File: src/rtl/tpp_pkg.sv
// Shared types, character codes and per-character scan functions for the
// two-number text request parser. No dependencies.
package tpp_pkg;

  localparam int unsigned VALUE_BITS = 64;
  localparam int unsigned WORD_BITS  = 64;
  localparam int unsigned CHAR_BITS  = 8;
  localparam int unsigned WIDE_BITS  = VALUE_BITS + 4;

  typedef logic [VALUE_BITS-1:0] value_t;
  typedef logic [WORD_BITS-1:0]  word_t;
  typedef logic [CHAR_BITS-1:0]  char_t;

  localparam char_t CH_NUL     = 8'h00;
  localparam char_t CH_TAB     = 8'h09;
  localparam char_t CH_LF      = 8'h0A;
  localparam char_t CH_SPACE   = 8'h20;
  localparam char_t CH_PLUS    = 8'h2B;
  localparam char_t CH_ZERO    = 8'h30;
  localparam char_t CH_NINE    = 8'h39;
  localparam char_t CH_UPPER_A = 8'h41;
  localparam char_t CH_UPPER_F = 8'h46;
  localparam char_t CH_UPPER_X = 8'h58;
  localparam char_t CH_LOWER_A = 8'h61;
  localparam char_t CH_LOWER_F = 8'h66;
  localparam char_t CH_LOWER_X = 8'h78;

  localparam logic [4:0] DIGIT_NONE = 5'd16;

  typedef enum logic [1:0] {
    PHASE_NONE,
    PHASE_ONE,
    PHASE_TWO
  } phase_e;

  typedef enum logic [2:0] {
    PFX_START,
    PFX_PLUS,
    PFX_ZERO,
    PFX_HEX_MARK,
    PFX_DIGITS
  } prefix_e;

  typedef enum logic [1:0] {
    RADIX_DEC,
    RADIX_OCT,
    RADIX_HEX
  } radix_e;

  typedef enum logic [1:0] {
    STATUS_OK,
    STATUS_INVALID,
    STATUS_RANGE
  } status_e;

  typedef struct packed {
    phase_e  phase;
    logic    in_token;
    prefix_e prefix;
    radix_e  radix;
    value_t  acc;
    value_t  frame;
    value_t  pid;
    status_e err;
    logic    stopped;
  } scan_t;

  localparam scan_t SCAN_RESET = '{
    phase:    PHASE_NONE,
    in_token: 1'b0,
    prefix:   PFX_START,
    radix:    RADIX_DEC,
    acc:      '0,
    frame:    '0,
    pid:      '0,
    err:      STATUS_OK,
    stopped:  1'b0
  };

  typedef struct packed {
    logic  valid;
    char_t char_code;
    logic  last;
  } step_t;

  typedef struct packed {
    status_e status;
    word_t   frame_number;
    word_t   process_id;
    logic    pid_present;
  } result_t;

  function automatic logic [4:0] digit_of(char_t c);
    logic [4:0] d;
    d = DIGIT_NONE;
    if (c >= CH_ZERO && c <= CH_NINE) begin
      d = 5'(c - CH_ZERO);
    end else if (c >= CH_LOWER_A && c <= CH_LOWER_F) begin
      d = 5'(c - CH_LOWER_A) + 5'd10;
    end else if (c >= CH_UPPER_A && c <= CH_UPPER_F) begin
      d = 5'(c - CH_UPPER_A) + 5'd10;
    end
    return d;
  endfunction

  function automatic scan_t scan_fail(scan_t s, status_e code);
    scan_t n;
    n = s;
    if (n.err == STATUS_OK) begin
      n.err = code;
    end
    n.stopped  = 1'b1;
    n.in_token = 1'b0;
    return n;
  endfunction

  function automatic scan_t scan_finish(scan_t s);
    scan_t n;
    n = s;
    if (n.in_token) begin
      n.in_token = 1'b0;
      if (n.prefix == PFX_START || n.prefix == PFX_PLUS || n.prefix == PFX_HEX_MARK) begin
        n = scan_fail(n, STATUS_INVALID);
      end else begin
        if (n.phase == PHASE_NONE) begin
          n.frame = n.acc;
          n.phase = PHASE_ONE;
        end else if (n.phase == PHASE_ONE) begin
          n.pid     = n.acc;
          n.phase   = PHASE_TWO;
          n.stopped = 1'b1;
        end
        n.prefix = PFX_START;
      end
    end
    return n;
  endfunction

  function automatic scan_t scan_feed(scan_t s, char_t c);
    scan_t                n;
    logic [4:0]           d;
    logic [4:0]           limit;
    logic [WIDE_BITS-1:0] acc_w;
    logic [WIDE_BITS-1:0] prod;
    logic [WIDE_BITS-1:0] sum;
    n     = s;
    d     = digit_of(c);
    acc_w = WIDE_BITS'(n.acc);
    unique case (n.radix)
      RADIX_HEX: begin
        limit = 5'd16;
        prod  = acc_w << 4;
      end
      RADIX_OCT: begin
        limit = 5'd8;
        prod  = acc_w << 3;
      end
      default: begin
        limit = 5'd10;
        prod  = (acc_w << 3) + (acc_w << 1);
      end
    endcase
    sum = prod + WIDE_BITS'(d);
    if (n.prefix == PFX_START && c == CH_PLUS) begin
      n.prefix = PFX_PLUS;
      return n;
    end
    if (n.prefix == PFX_START) begin
      n.prefix = PFX_PLUS;
    end
    unique case (n.prefix)
      PFX_PLUS: begin
        if (d == 5'd0) begin
          n.radix  = RADIX_OCT;
          n.acc    = '0;
          n.prefix = PFX_ZERO;
        end else if (d <= 5'd9) begin
          n.radix  = RADIX_DEC;
          n.acc    = VALUE_BITS'(d);
          n.prefix = PFX_DIGITS;
        end else begin
          n = scan_fail(n, STATUS_INVALID);
        end
      end
      PFX_ZERO: begin
        if (c == CH_LOWER_X || c == CH_UPPER_X) begin
          n.prefix = PFX_HEX_MARK;
        end else if (d < 5'd8) begin
          n.acc    = VALUE_BITS'(d);
          n.prefix = PFX_DIGITS;
        end else begin
          n = scan_fail(n, STATUS_INVALID);
        end
      end
      PFX_HEX_MARK: begin
        if (d < 5'd16) begin
          n.radix  = RADIX_HEX;
          n.acc    = VALUE_BITS'(d);
          n.prefix = PFX_DIGITS;
        end else begin
          n = scan_fail(n, STATUS_INVALID);
        end
      end
      PFX_DIGITS: begin
        if (d >= limit) begin
          n = scan_fail(n, STATUS_INVALID);
        end else if (|sum[WIDE_BITS-1:VALUE_BITS]) begin
          n = scan_fail(n, STATUS_RANGE);
        end else begin
          n.acc = sum[VALUE_BITS-1:0];
        end
      end
      default: begin
        n = scan_fail(n, STATUS_INVALID);
      end
    endcase
    return n;
  endfunction

endpackage

File: src/rtl/tpp_req_if.sv
// Request channel: one text byte per item with its last marker.
// Depends on tpp_pkg.
interface tpp_req_if;
  logic                 valid;
  logic                 ready;
  tpp_pkg::char_t       char_code;
  logic                 last;

  modport source (output valid, output char_code, output last, input ready);
  modport sink   (input valid, input char_code, input last, output ready);
endinterface

File: src/rtl/tpp_res_if.sv
// Result channel: status and the two parsed numbers of one request.
// Depends on tpp_pkg.
interface tpp_res_if;
  logic                 valid;
  logic                 ready;
  logic [1:0]           status;
  tpp_pkg::word_t       frame_number;
  tpp_pkg::word_t       process_id;
  logic                 pid_present;

  modport source (output valid, output status, output frame_number, output process_id,
                  output pid_present, input ready);
  modport sink   (input valid, input status, input frame_number, input process_id,
                  input pid_present, output ready);
endinterface

File: src/rtl/tpp_scan.sv
// Token scanner: holds the parse state and folds in one byte per cycle in
// which step_i is valid. Depends on tpp_pkg.
module tpp_scan (
  input  logic             clk_i,
  input  logic             rst_ni,
  input  tpp_pkg::step_t   step_i,
  output tpp_pkg::result_t result_o
);
  import tpp_pkg::*;

  scan_t state_q;
  scan_t state_d;
  scan_t nxt;
  scan_t fin;

  always_comb begin
    nxt = state_q;
    if (!nxt.stopped) begin
      if (step_i.char_code == CH_NUL) begin
        nxt         = scan_finish(nxt);
        nxt.stopped = 1'b1;
      end else if (step_i.char_code == CH_SPACE || step_i.char_code == CH_TAB ||
                   step_i.char_code == CH_LF) begin
        nxt = scan_finish(nxt);
      end else begin
        if (!nxt.in_token) begin
          nxt.in_token = 1'b1;
          nxt.prefix   = PFX_START;
          nxt.radix    = RADIX_DEC;
          nxt.acc      = '0;
        end
        nxt = scan_feed(nxt, step_i.char_code);
      end
    end
    fin = nxt;
    if (!fin.stopped) begin
      fin = scan_finish(fin);
    end
  end

  always_comb begin
    result_o = '0;
    result_o.status = fin.err;
    if (fin.err == STATUS_OK && fin.phase == PHASE_NONE) begin
      result_o.status = STATUS_INVALID;
    end
    if (result_o.status == STATUS_OK) begin
      result_o.frame_number = WORD_BITS'(fin.frame);
      if (fin.phase == PHASE_TWO) begin
        result_o.process_id  = WORD_BITS'(fin.pid);
        result_o.pid_present = 1'b1;
      end
    end
  end

  always_comb begin
    state_d = state_q;
    if (step_i.valid) begin
      state_d = step_i.last ? SCAN_RESET : nxt;
    end
  end

  always_ff @(posedge clk_i or negedge rst_ni) begin
    if (!rst_ni) begin
      state_q <= SCAN_RESET;
    end else begin
      state_q <= state_d;
    end
  end

endmodule

File: src/rtl/two_number_text_request_parser.sv
// Two-number text request parser, top level.
// Depends on tpp_pkg, tpp_req_if, tpp_res_if and tpp_scan.
//
// req_i carries one byte of request text per item, with last marking the
// final byte of a request. res_o gives one item per request: status, frame
// number, process id and pid_present.
// Each accepted byte lands in an input register; from there the scanner
// folds it into the parse state (one shift-add of the accumulator by the
// radix plus the overflow check). One byte is taken every cycle unless a
// last byte is held (see below). The result is registered when the last
// byte is scanned and offered from that register in the cycle after.
// While a result waits, ordinary bytes keep flowing; a further last byte
// holds in the input register, and req_i.ready drops, until res_o is taken.
// Reset clears the parse state and both valid flags; after each result the
// parse state returns to its reset value for the next request.
module two_number_text_request_parser (
  input  logic clk_i,
  input  logic rst_ni,
  tpp_req_if.sink   req_i,
  tpp_res_if.source res_o
);
  import tpp_pkg::*;

  logic    in_valid_q;
  logic    in_valid_d;
  char_t   in_char_q;
  logic    in_last_q;
  logic    out_valid_q;
  logic    out_valid_d;
  result_t out_q;
  logic    advance;
  step_t   step;
  result_t result;

  assign advance     = in_valid_q && (!in_last_q || !out_valid_q || res_o.ready);
  assign req_i.ready = !in_valid_q || advance;

  assign step.valid     = advance;
  assign step.char_code = in_char_q;
  assign step.last      = in_last_q;

  tpp_scan u_scan (
    .clk_i    (clk_i),
    .rst_ni   (rst_ni),
    .step_i   (step),
    .result_o (result)
  );

  always_comb begin
    in_valid_d = in_valid_q;
    if (req_i.ready) begin
      in_valid_d = req_i.valid;
    end
    out_valid_d = out_valid_q && !res_o.ready;
    if (advance && in_last_q) begin
      out_valid_d = 1'b1;
    end
  end

  always_ff @(posedge clk_i or negedge rst_ni) begin
    if (!rst_ni) begin
      in_valid_q  <= 1'b0;
      out_valid_q <= 1'b0;
    end else begin
      in_valid_q  <= in_valid_d;
      out_valid_q <= out_valid_d;
    end
  end

  always_ff @(posedge clk_i) begin
    if (req_i.valid && req_i.ready) begin
      in_char_q <= req_i.char_code;
      in_last_q <= req_i.last;
    end
    if (advance && in_last_q) begin
      out_q <= result;
    end
  end

  assign res_o.valid        = out_valid_q;
  assign res_o.status       = out_q.status;
  assign res_o.frame_number = out_q.frame_number;
  assign res_o.process_id   = out_q.process_id;
  assign res_o.pid_present  = out_q.pid_present;

endmodule

File: src/flat_wrapper.sv
// flat-port wrapper written by rule: the top's interface ports become plain ports
module two_number_text_request_parser_flat import tpp_pkg::*;
  (clk_i, rst_ni, req_i_valid, req_i_char_code, req_i_last, req_i_ready, res_o_valid, res_o_status, res_o_frame_number, res_o_process_id, res_o_pid_present, res_o_ready);
  tpp_req_if req_i_i ();
  tpp_res_if res_o_i ();
  input  logic clk_i;
  input  logic rst_ni;
  input wire logic [$bits(req_i_i.valid)-1:0] req_i_valid;
  input wire logic [$bits(req_i_i.char_code)-1:0] req_i_char_code;
  input wire logic [$bits(req_i_i.last)-1:0] req_i_last;
  output wire logic [$bits(req_i_i.ready)-1:0] req_i_ready;
  output wire logic [$bits(res_o_i.valid)-1:0] res_o_valid;
  output wire logic [$bits(res_o_i.status)-1:0] res_o_status;
  output wire logic [$bits(res_o_i.frame_number)-1:0] res_o_frame_number;
  output wire logic [$bits(res_o_i.process_id)-1:0] res_o_process_id;
  output wire logic [$bits(res_o_i.pid_present)-1:0] res_o_pid_present;
  input wire logic [$bits(res_o_i.ready)-1:0] res_o_ready;
  assign req_i_i.valid = req_i_valid;
  assign req_i_i.char_code = req_i_char_code;
  assign req_i_i.last = req_i_last;
  assign req_i_ready = req_i_i.ready;
  assign res_o_valid = res_o_i.valid;
  assign res_o_status = res_o_i.status;
  assign res_o_frame_number = res_o_i.frame_number;
  assign res_o_process_id = res_o_i.process_id;
  assign res_o_pid_present = res_o_i.pid_present;
  assign res_o_i.ready = res_o_ready;
  two_number_text_request_parser u_core (.clk_i(clk_i), .rst_ni(rst_ni), .req_i(req_i_i), .res_o(res_o_i));
endmodule
File: config.mk
export PLATFORM = sky130hd
export DESIGN_NAME = two_number_text_request_parser_flat
export DESIGN_NICKNAME = d
export VERILOG_FILES = /design/src/rtl/tpp_pkg.sv /design/src/rtl/tpp_req_if.sv /design/src/rtl/tpp_res_if.sv /design/src/rtl/tpp_scan.sv /design/src/rtl/two_number_text_request_parser.sv /design/src/flat_wrapper.sv
export SDC_FILE = /design/constraint.sdc
export NUM_CORES = 1
export LEC_CHECK = 0
export BUFFER_PORTS_ARGS = -buffer_cell sky130_fd_sc_hd__buf_2
export CAP_MARGIN = 30
export CORE_MARGIN = 8
export CORE_UTILIZATION = 55
export DETAILED_ROUTE_END_ITERATION = 12
export GPL_TIMING_DRIVEN = 0
export PLACE_DENSITY_LB_ADDON = 0.08
export SYNTH_ARGS = -nofsm -noshare
export SYNTH_HDL_FRONTEND = slang
export SYNTH_SLANG_ARGS = --single-unit
File: constraint.sdc
create_clock -name clk_i -period 28.2 [get_ports clk_i]
set_input_delay 1.41 -clock clk_i [delete_from_list [all_inputs] [get_ports clk_i]]
set_output_delay 1.41 -clock clk_i [all_outputs]
set_load 0.03 [all_outputs]
== Word-level counts from Yosys, hierarchy flattened ==
Cells that the tools add are included.

* Register bits after elaboration: 345
* Bits in latches: 0
* Bits in writable memories: 0
* ROM bits: 0
* Input port bits: 13
* Output and inout port bits: 133
* Logic and storage cells: 182
* Memories kept: 0

* Add/sub/neg operators: 7
* Multipliers: 0
* Div/mod/pow operators: 0
* $lt $le $gt $ge: 10
* Equality and inequality tests: 19
* Shift-type cells: 0
* Multiplexer cells: 91
* Bitwise gates (word level): 0
* Reduce and logical (&&, ||, !) cells: 38

{| class="wikitable"
|+ Operators with widths
! operator !! number
|-
| 203-bit two-way mux || 9
|-
| 201-bit one-hot mux with 4 select lines || 1
|-
| 64-bit two-way mux || 8
|-
| 69-bit two-way mux || 4
|-
| 128-bit two-way mux || 2
|-
| 70-bit two-way mux || 3
|-
| 68-bit two-way mux || 3
|-
| 201-bit two-way mux || 1
|-
| 195-bit two-way mux || 1
|-
| 68-bit one-hot mux with 2 select lines || 1
|-
| 67-bit by 65-bit adder with 68-bit output || 1
|-
| 68-bit by 5-bit adder with 68-bit output || 1
|-
| 3-bit two-way mux || 18
|-
| 5-bit two-way mux || 9
|-
| 2-bit two-way mux || 12
|-
| 1-bit two-way mux || 17
|-
| 8-bit by 4-bit == test with 1-bit output (second input constant) || 2
|-
| 8-bit by 6-bit == test with 1-bit output (second input constant) || 2
|-
| 8-bit by 7-bit == test with 1-bit output (second input constant) || 2
|-
| 8-bit by 7-bit greater-or-equal comparator with 1-bit output (second input constant) || 2
|-
| 8-bit by 7-bit less-or-equal comparator with 1-bit output (second input constant) || 2
|-
| 2-bit zero test || 7
|-
| 3-bit by 2-bit == test with 1-bit output (second input constant) || 4
|-
| 3-bit zero test || 4
|-
| 22 further kinds || 49
|}

== Logic depth before layout (Yosys ltp) ==
Gate-level depths: netlist of run 1.

* Word-level depth: 36
* Gate-level depth with buffers: 44
* Depth with buffers taken out: 25

== Cells and area by module ==
A second synthesis of run 1 with hierarchy kept.

* Cell total of the unflattened synthesis: 2970
* Area total of the unflattened synthesis: 26485.4 µm²

{| class="wikitable"
|+ Modules (own cells, without submodules)
! module !! instances !! cells an instance !! area each (µm²) !! seq. area each (µm²)
|-
| tpp_scan || 1 || 2820 || 22175.0 || 5079.9
|-
| two_number_text_request_parser || 1 || 150 || 4310.4 || 4254.1
|}

== Worst setup path after synthesis of run 1 ==
OpenSTA, ideal clock, no wires.

* Path kind: reg2reg
* From: register u_core.u_scan.state_q[200] in the netlist's numbering
* To: register u_core.out_q, in the netlist u_core.res_o.frame_number[51] (data pin)
* Setup time: 0.277 ns
* Arrival: 9.769 ns
* Data required time: 27.923 ns
* Setup slack: 18.154 ns
* Cell stages (with the launch flop): 44
* Path buffers: 22
* Period minus slack after synthesis: 10.046 ns
* Path through: dfrtp_1 -> buf_4 -> buf_4 -> buf_6 -> buf_2 -> clkbuf_1 -> buf_2 -> buf_2 -> clkbuf_1 -> clkbuf_1 -> clkbuf_1 -> and2_1 -> ha_1 -> clkbuf_1 -> clkbuf_1 -> buf_1 -> buf_1 -> clkbuf_1 -> [8 not listed] -> o21ai_0 -> nand2b_1 -> o211ai_1 -> a2111oi_2 -> o311a_1 -> nand3_1 -> or2_2 -> nor3_4 -> nor4b_2 -> nand4_1 -> a211o_1 -> buf_6 -> a2111oi_1 -> or2_1 -> buf_2 -> buf_4 -> buf_4 -> a211oi_2

* Longest elaborated chain between the ends: 33
* Elaborated cells between the ends (all ways): 78
* Those cells by class: add/sub (2); order compare (1); eq/ne (9); mux (53); reduce/logical (13)

{| class="wikitable"
|+ RTL lines
! item !! line !! RTL
|-
| from (decl) || tpp_scan.sv:11 || <nowiki>scan_t state_q;</nowiki>
|-
| from (signal assigned) || tpp_scan.sv:67 || <nowiki>state_q <= state_d;</nowiki>
|-
| parallel branches: the longest is 22 deep, another holds 67-bit by 65-bit adder with 68-bit output || - ||
|-
| 203-bit two-way mux (*) || tpp_scan.sv:18 || <nowiki>if (!nxt.stopped) begin</nowiki>
|-
| 3-bit by 1-bit == test with 1-bit output or 3-bit zero test (tied branches) || tpp_pkg.sv:122 || <nowiki>if (n.prefix == PFX_START || n.prefix == PFX_PLUS || n.prefix == PFX_HEX_MARK) begin</nowiki>
|-
| 1-bit logical OR (2 in a row) || tpp_pkg.sv:122 ||
|-
| 2-bit two-way mux || tpp_pkg.sv:122 ||
|-
| 203-bit two-way mux || tpp_pkg.sv:120 || <nowiki>if (n.in_token) begin</nowiki>
|-
| 203-bit two-way mux (*) || tpp_scan.sv:36 || <nowiki>if (!fin.stopped) begin</nowiki>
|-
| 2-bit zero test || tpp_scan.sv:44 || <nowiki>if (fin.err == STATUS_OK && fin.phase == PHASE_NONE) begin</nowiki>
|-
| 1-bit logical AND || tpp_scan.sv:44 ||
|-
| 2-bit two-way mux || tpp_scan.sv:44 ||
|-
| 2-bit zero test || tpp_scan.sv:47 || <nowiki>if (result_o.status == STATUS_OK) begin</nowiki>
|-
| to (signal assigned) || two_number_text_request_parser.sv:76 || <nowiki>out_q <= result;</nowiki>
|-
| to (decl) || two_number_text_request_parser.sv:30 || <nowiki>result_t out_q;</nowiki>
|}

Mark *: on every way between the ends. The select of a mux whose other input is x is not followed.
A chain may end at the register's enable or synchronous reset.

== Final worst setup path of run 1 ==
* From: register u_core.u_scan.state_q[200] in the netlist's numbering
* To: register u_core.out_q, in the netlist u_core.res_o.frame_number[0] (data pin)

Same word-level chain as after synthesis.

==> flow_summary.toml, run 1 <==
[timing]
final_hold_viol_count = 0
worstMarginPinSlew_ns = 1.18
rsz0062_at_grt = "false"
setup-violations-final = 0
clock.fmax_mhz = 55.1
clock_skew_ns = 0.0243
drv_slew = 0
fin_crit_ns = 18.14
max_slew_margin = 0.207
post-route-period-util = 0.643
setup_tns_ns = 0
setup_ws_ns = 10.06

[setup_path]
worst_ep_required_time_ns = 28.49
worstPathMaxFanout = 10
r2r_start = "u_core.u_scan.state_q[200]"
crit_top_cell = "clkbuf_1"
r2r-end = "u_core.res_o.frame_number[0]"
cp-end-kind = "flip-flop"
reg2reg_depth = 41
arrival_ns = 18.42
critical-path-top-delay-family = "buffers and inverters"
crit_path_max_incr_delay_ns = 0.86
crit_type = "reg2reg"
crit_path_top_delay_cell = "a2111oi_2"
critPathLaunch = "u_core.u_scan.state_q[200]"
crit_end = "u_core.res_o.frame_number[0]"
cp-start-kind = "flip-flop"
crit_buf_inv = 20
r2r_slack_ns = 10.06
critical_path_cell_count = 41

[drt]
drt_iter0_markers = 4494
routed_wl_um = 122000
dr.pass1.iters = 9
ant_nets = 0
drc = 0
via_per_inst = 7.36
wl_per_cell_um = 31.7
dr_total_vias = 28400

[synth]
synth_xor_area_frac = 0.0409
synth_cell_types = 100
synth_fa_ha_area_frac = 0.0179
synth-edff-count = 140
synth_ff_type = "dfrtp_1"
yosys.area.top_type_share = 0.195
seq_area_frac_synth = 0.354
synth_top_family_by_area = "compound AO/OA/AOI/OAI gates"
synth_compound_area_frac = 0.316
yosys-top-cells-area = "dfrtp_1 19%, edfxtp_1 16%, a22o_1 5.1%, a211oi_1 4.3%, nand2_1 4.0%"
synth_cells = 2995
synthSimpleGateAreaFrac = 0.176
synth_nets = 3041
avgSynthCellArea_um2 = 8.80
yosys.area.top_type = "dfrtp_1"
syn_area_mm2 = 0.0263
synth_warnings = 0
muxShareOfSynthArea = 0.0369
async_flop_share = 0.594
ys_ff_latch = 345

[job]
drv_cap = 0

[global_route]
use_met3 = 0.153
gr-usage-met2 = 0.627
met1_usage = 0.525
grt_pass1_wl_um = 178000
grt_max_degree = 106
grt_usage = 0.423
top_usage_layer = "met2"
grt_pass1_vias = 27000
overflow = 0
antenna_found_initial = 10

[cts]
numCtsBuffers = 39
postCtsSetupRepairBufs = 0
clkTransAtPathRegs_ns = 0.06
cts_tree = "yes"
clockRootBuffer = "clkbuf_16"
cts_buffer_depth = 3
ctsHtreeMaxLevel = 2
cts_resized = 0
clk_latency_ns = 0.59
cts.sinks = 345
holdBufCountCts = 0

[final_layout]
nNetsFinal = 3253
drive_gt1_frac = 0.159
syn2layout_area_growth_pct = 12.4
layoutNonFillerInstCount = 3863
fin_util = 0.623

[power_and_ir_drop]
p_leak_nw = 11.3
ir_worst_vdd_mv = 0.0424
p_total_mw = 1.18
p_per_area_mw_per_mm2 = 39.7

[floorplan]
dieArea_mm2 = 0.0552
chipWidth_um = 235
start_util = 0.554
ios = 146
fp-row-count = 80
fp.dieH_um = 235
coreArea_mm2 = 0.0475

[min_path]
min_path_type = "reg2reg"

[outcome]
outcome = "complete, no violations"

[place]
pre_cts_ws_ns = 11.27
gp_congestion = 1.09
io_buffer_count = 145
placed_cells = 3777
dp_hpwl_um = 92100
[cell type report]
| type | instances | area, µm² |
|---|---|---|
| Sequential cell | 345 | 9330 |
| Multi-Input combinational cell | 2307 | 15500 |
| Clock buffer | 59 | 1160 |
| Inverter | 53 | 204 |
| Tap cell | 615 | 769 |
| Antenna cell | 11 | 27.5 |
| Clock inverter | 12 | 146 |
| Fill cell | 3950 | 17900 |
| Buffer | 290 | 1330 |
| Timing Repair Buffer | 171 | 1150 |
[per-layer routing]
| layer | wire, µm | vias to the layer above |
|---|---|---|
| met5 | 86 | - |
| met4 | 8860 | 12 |
| met3 | 17100 | 553 |
| met2 | 51600 | 2321 |
| met1 | 44700 | 13700 |
| li1 | - | 11800 |
[cells by family after synthesis]
kind of cell    Yosys count
mux                      89
xor+xnor                123
fa+ha+maj                38
buf+inv                 343
compound gates         1106
flops                   345
simple gates            951
[layout by cell type (no fill, tap or decap), types with 17 or more instances in the layout]
cell / n
mux2i_1: 28
a211oi_1: 151
o22ai_1: 17
nand2b_1: 18
nand3_1: 93
a21o_1: 41
nand4_1: 25
nor2_1: 226
o21ai_0: 159
ha_1: 32
dfrtp_1: 205
a31oi_1: 45
buf_2: 227
mux2_2: 60
a211oi_2: 62
a21oi_1: 134
edfxtp_1: 140
xnor2_1: 51
o2bb2ai_1: 17
buf_1: 19
a22o_1: 152
clkbuf_16: 41
a22oi_1: 83
and2_1: 40
nor2b_1: 65
o211ai_1: 40
clkbuf_1: 176
xor2_1: 72
a221oi_1: 17
inv_1: 50
o21a_1: 17
and3_1: 26
nand2_1: 280
nor4_1: 27
or3_1: 17
or2_2: 17
nor3_1: 63
[state kept, by name, summed over array words and instances (netlist names)]
name	count
u_core.in_char_q	8
u_core.res_o.process_id	64
u_core.in_valid_q	1
u_core.res_o.valid	1
u_core.res_o.status	2
u_core.u_scan.state_q	203
u_core.in_last_q	1
u_core.res_o.pid_present	1
u_core.res_o.frame_number	64
[power breakdown]
group	total [mW]	internal [mW]	leakage, nW	switching, mW
Sequential	0.539	0.533	4.21	0.00561
Combinational	0.106	0.0212	6.42	0.0850
Clock	0.531	0.313	0.647	0.218
[metrics by stage]
step	hold WS, ns	area [µm²]
after floorplan	0.442	26300
after global placement	0.457	27800
after detailed placement	0.462	28200
after CTS	0.496	29600
after global routing	0.511	29600
final	0.498	29600
[synthesized netlist by cell type (12+ instances only)]
cell	count
nand2_1	280
nor2_1	226
dfrtp_1	205
clkbuf_1	165
o21ai_0	159
a22o_1	152
a211oi_1	151
edfxtp_1	140
a21oi_1	134
nand3_1	93
a22oi_1	83
buf_2	81
xor2_1	72
nor2b_1	65
nor3_1	64
a211oi_2	62
mux2_2	60
inv_1	51
xnor2_1	51
a31oi_1	45
a21o_1	41
and2_1	40
o211ai_1	40
ha_1	32
mux2i_1	28
nor4_1	27
and3_1	26
nand4_1	25
buf_1	19
nand2b_1	18
a221oi_1	17
o21a_1	17
o22ai_1	17
o2bb2ai_1	17
or2_2	17
or3_1	17
o31ai_1	16
a211o_1	14
buf_4	13
o221ai_1	13
buf_6	12
[worst min-delay path by stage]
stage                                    start  cells after the start                         end  slack, ns
floorplan           u_core.u_scan.state_q[195]                      2  u_core.u_scan.state_q[195]       0.44
global placement    u_core.u_scan.state_q[195]                      2  u_core.u_scan.state_q[195]       0.46
detailed placement  u_core.u_scan.state_q[195]                      2  u_core.u_scan.state_q[195]       0.46
CTS                  u_core.u_scan.state_q[44]                      1   u_core.u_scan.state_q[44]       0.50
global route        u_core.u_scan.state_q[130]                      1  u_core.u_scan.state_q[130]       0.51
finish               u_core.u_scan.state_q[37]                      1   u_core.u_scan.state_q[37]       0.50
[worst register-to-register path, delay by kind of cell, from the launching register on]
family / cells / cell delay, ns
AO/OA/AOI/OAI: 8 / 3.26
buffers and inverters: 20 / 9.93
flip-flops: 1 / 0.47
AND/OR/NAND/NOR: 10 / 3.35
adder cells (fa/ha/maj): 3 / 0.89
Power figures use the tool's default switching activity.
==> run 2, diff against run 1 <==
==> constraint.sdc (replaced) <==
create_clock -name clk_i -period 16.35 [get_ports clk_i]
set_input_delay 0.8175 -clock clk_i [delete_from_list [all_inputs] [get_ports clk_i]]
set_output_delay 0.8175 -clock clk_i [all_outputs]
set_load 0.03 [all_outputs]
==> run 2 against run 1 <==
  * Register-to-register slack worse by 10 ns
  * Sequential power is 72% higher
  * Clock skew is 0.0030 ns higher
  * Flip-flop and latch count stayed put
  * Power is 73% higher
  * Critical path type unchanged
  * Critical endpoint unchanged
==> flow_summary.toml, run 2 (same netlist as run 1, synthesis figures left out) <==
[setup_path]
crit_path_top_delay_cell = "nor4b_2"
worstPathMaxFanout = 19
crit_path_max_incr_delay_ns = 0.69
worst_ep_required_time_ns = 16.63
arrival_ns = 16.58
reg2reg_depth = 40
cp-end-kind = "flip-flop"
cp-start-kind = "flip-flop"
crit_type = "reg2reg"
crit_top_cell = "clkbuf_1"

[floorplan]
dieArea_mm2 = 0.0552
chipWidth_um = 235
fp.dieH_um = 235
ios = 146
start_util = 0.554
fp-row-count = 80
coreArea_mm2 = 0.0475

[timing]
post-route-period-util = 0.997
clock_skew_ns = 0.0274
worstMarginPinSlew_ns = 1.13
setup-violations-final = 0
clock.fmax_mhz = 61.4
rsz0062_at_grt = "false"
fin_crit_ns = 16.30
drv_slew = 0
max_slew_margin = 0.244
final_hold_viol_count = 0

[final_layout]
seqCellArea_mm2 = 0.00933
drive_gt1_frac = 0.161
layoutNonFillerInstCount = 3864
largest-register = "u_core.u_scan.state_q"
largest_reg_flops = 203
fin_util = 0.624
nNetsFinal = 3252
multi_input_area_mm2 = 0.0155
layout_common_cells = "280 x nand2_1, 227 x buf_2, 226 x nor2_1, 205 x dfrtp_1, 172 x clkbuf_1"
layout_commonest_cell = "nand2_1"
syn2layout_area_growth_pct = 12.5
fill_cells = 3944

[cts]
clk_latency_ns = 0.59
clkTransAtPathRegs_ns = 0.06
cts_tree = "yes"
numCtsBuffers = 39
cts_buffer_depth = 3
cts.sinks = 345
holdBufCountCts = 0
ctsHtreeMaxLevel = 2
clockRootBuffer = "clkbuf_16"

[global_route]
grt_max_degree = 106
grt_pass1_vias = 27100
grt_usage = 0.424
antenna_found_initial = 11
grt_pass1_wl_um = 178000
overflow = 0

[place]
dp_hpwl_um = 92100
gp_congestion = 1.09
placed_cells = 3777
io_buffer_count = 145

[power_and_ir_drop]
p_leak_nw = 11.3
ir_worst_vdd_mv = 0.0729
p_per_area_mw_per_mm2 = 68.5
p_total_mw = 2.03

[drt]
wl_per_cell_um = 31.7
drc = 0
routed_wl_um = 123000
drt_iter0_markers = 4440
via_per_inst = 7.38
dr.pass1.iters = 8
ant_nets = 0
dr_total_vias = 28500

[outcome]
outcome = "complete, no violations"

[job]
drv_cap = 0

[min_path]
min_path_type = "in2async"
run 2: power breakdown:
part / internal [mW] / total, mW / switching, mW
combinational: 0.0368 / 0.184 / 0.147
sequential: 0.919 / 0.929 / 0.00961
clock: 0.540 / 0.918 / 0.378
total: 1.50 / 2.03 / 0.535
run 2: path summary, 6_finish.rpt:
path,slack (ns),start,endpoint
max in group asynchronous,15.00,rst_ni,u_core.u_scan.state_q[122]
setup reg to reg,0.05,u_core.u_scan.state_q[200],u_core.res_o.frame_number[0]
hold / removal,0.25,rst_ni,u_core.u_scan.state_q[23]
min in group clk_i,0.43,req_i_char_code[3],u_core.in_char_q[3]
hold reg to reg,0.50,u_core.u_scan.state_q[37],u_core.u_scan.state_q[37]
setup / recovery,0.05,u_core.u_scan.state_q[200],u_core.res_o.frame_number[0]
run 2: layer usage:
layer / wire (µm) / part of all wire / vias up / track usage
li1: - / - / 11800 / -
met1: 45300 / 0.37 / 13700 / 0.525
met2: 51000 / 0.42 / 2381 / 0.622
met3: 16800 / 0.14 / 593 / 0.152
met4: 9440 / 0.077 / 10 / 0.268
met5: 69 / 0.00056 / - / 0
run 2: through the flow:
| stage | TNS, ns | area, µm² | setup slack, ns | hold slack [ns] |
|---|---|---|---|---|
| 6_report | 0 | 29700 | 0.0537 | 0.247 |
| 5_1_grt | 0 | 29600 | 0.146 | 0.330 |
| 4_1_cts | 0 | 29600 | 0.153 | 0.303 |
| 3_5_place_dp | -47.09 | 28200 | -0.578 | 0.462 |
| 3_3_place_gp | -41.22 | 27800 | -0.777 | 0.457 |
| 2_1_floorplan | 0 | 26300 | 6.30 | 0.442 |
run 2: cell type report:
class / count / area share
multi-input cells: 2307 / 0.524
well taps: 615 / 0.0260
diodes: 13 / 0.00110
flip-flops and latches: 345 / 0.315
plain buffers: 289 / 0.0449
clock inverters: 12 / 0.00494
clock buffers: 59 / 0.0392
inverters: 53 / 0.00688
repair buffers: 171 / 0.0387
run 2: repair_timing:
action | CTS | global route
setup buffers | 0 | 0
hold endpoints to repair | 0 | 0
cloned | 0 | 0
endpoints found under the setup margin | 169 | 165
resized for setup | 4 | 4
run 2: critical path, delay by kind of cell (launching register included):
kind	cells	cell delay, ns
flops	1	0.49
buf+inv	19	8.41
compound gates	8	2.80
fa+ha+maj	3	0.88
simple gates	10	3.33
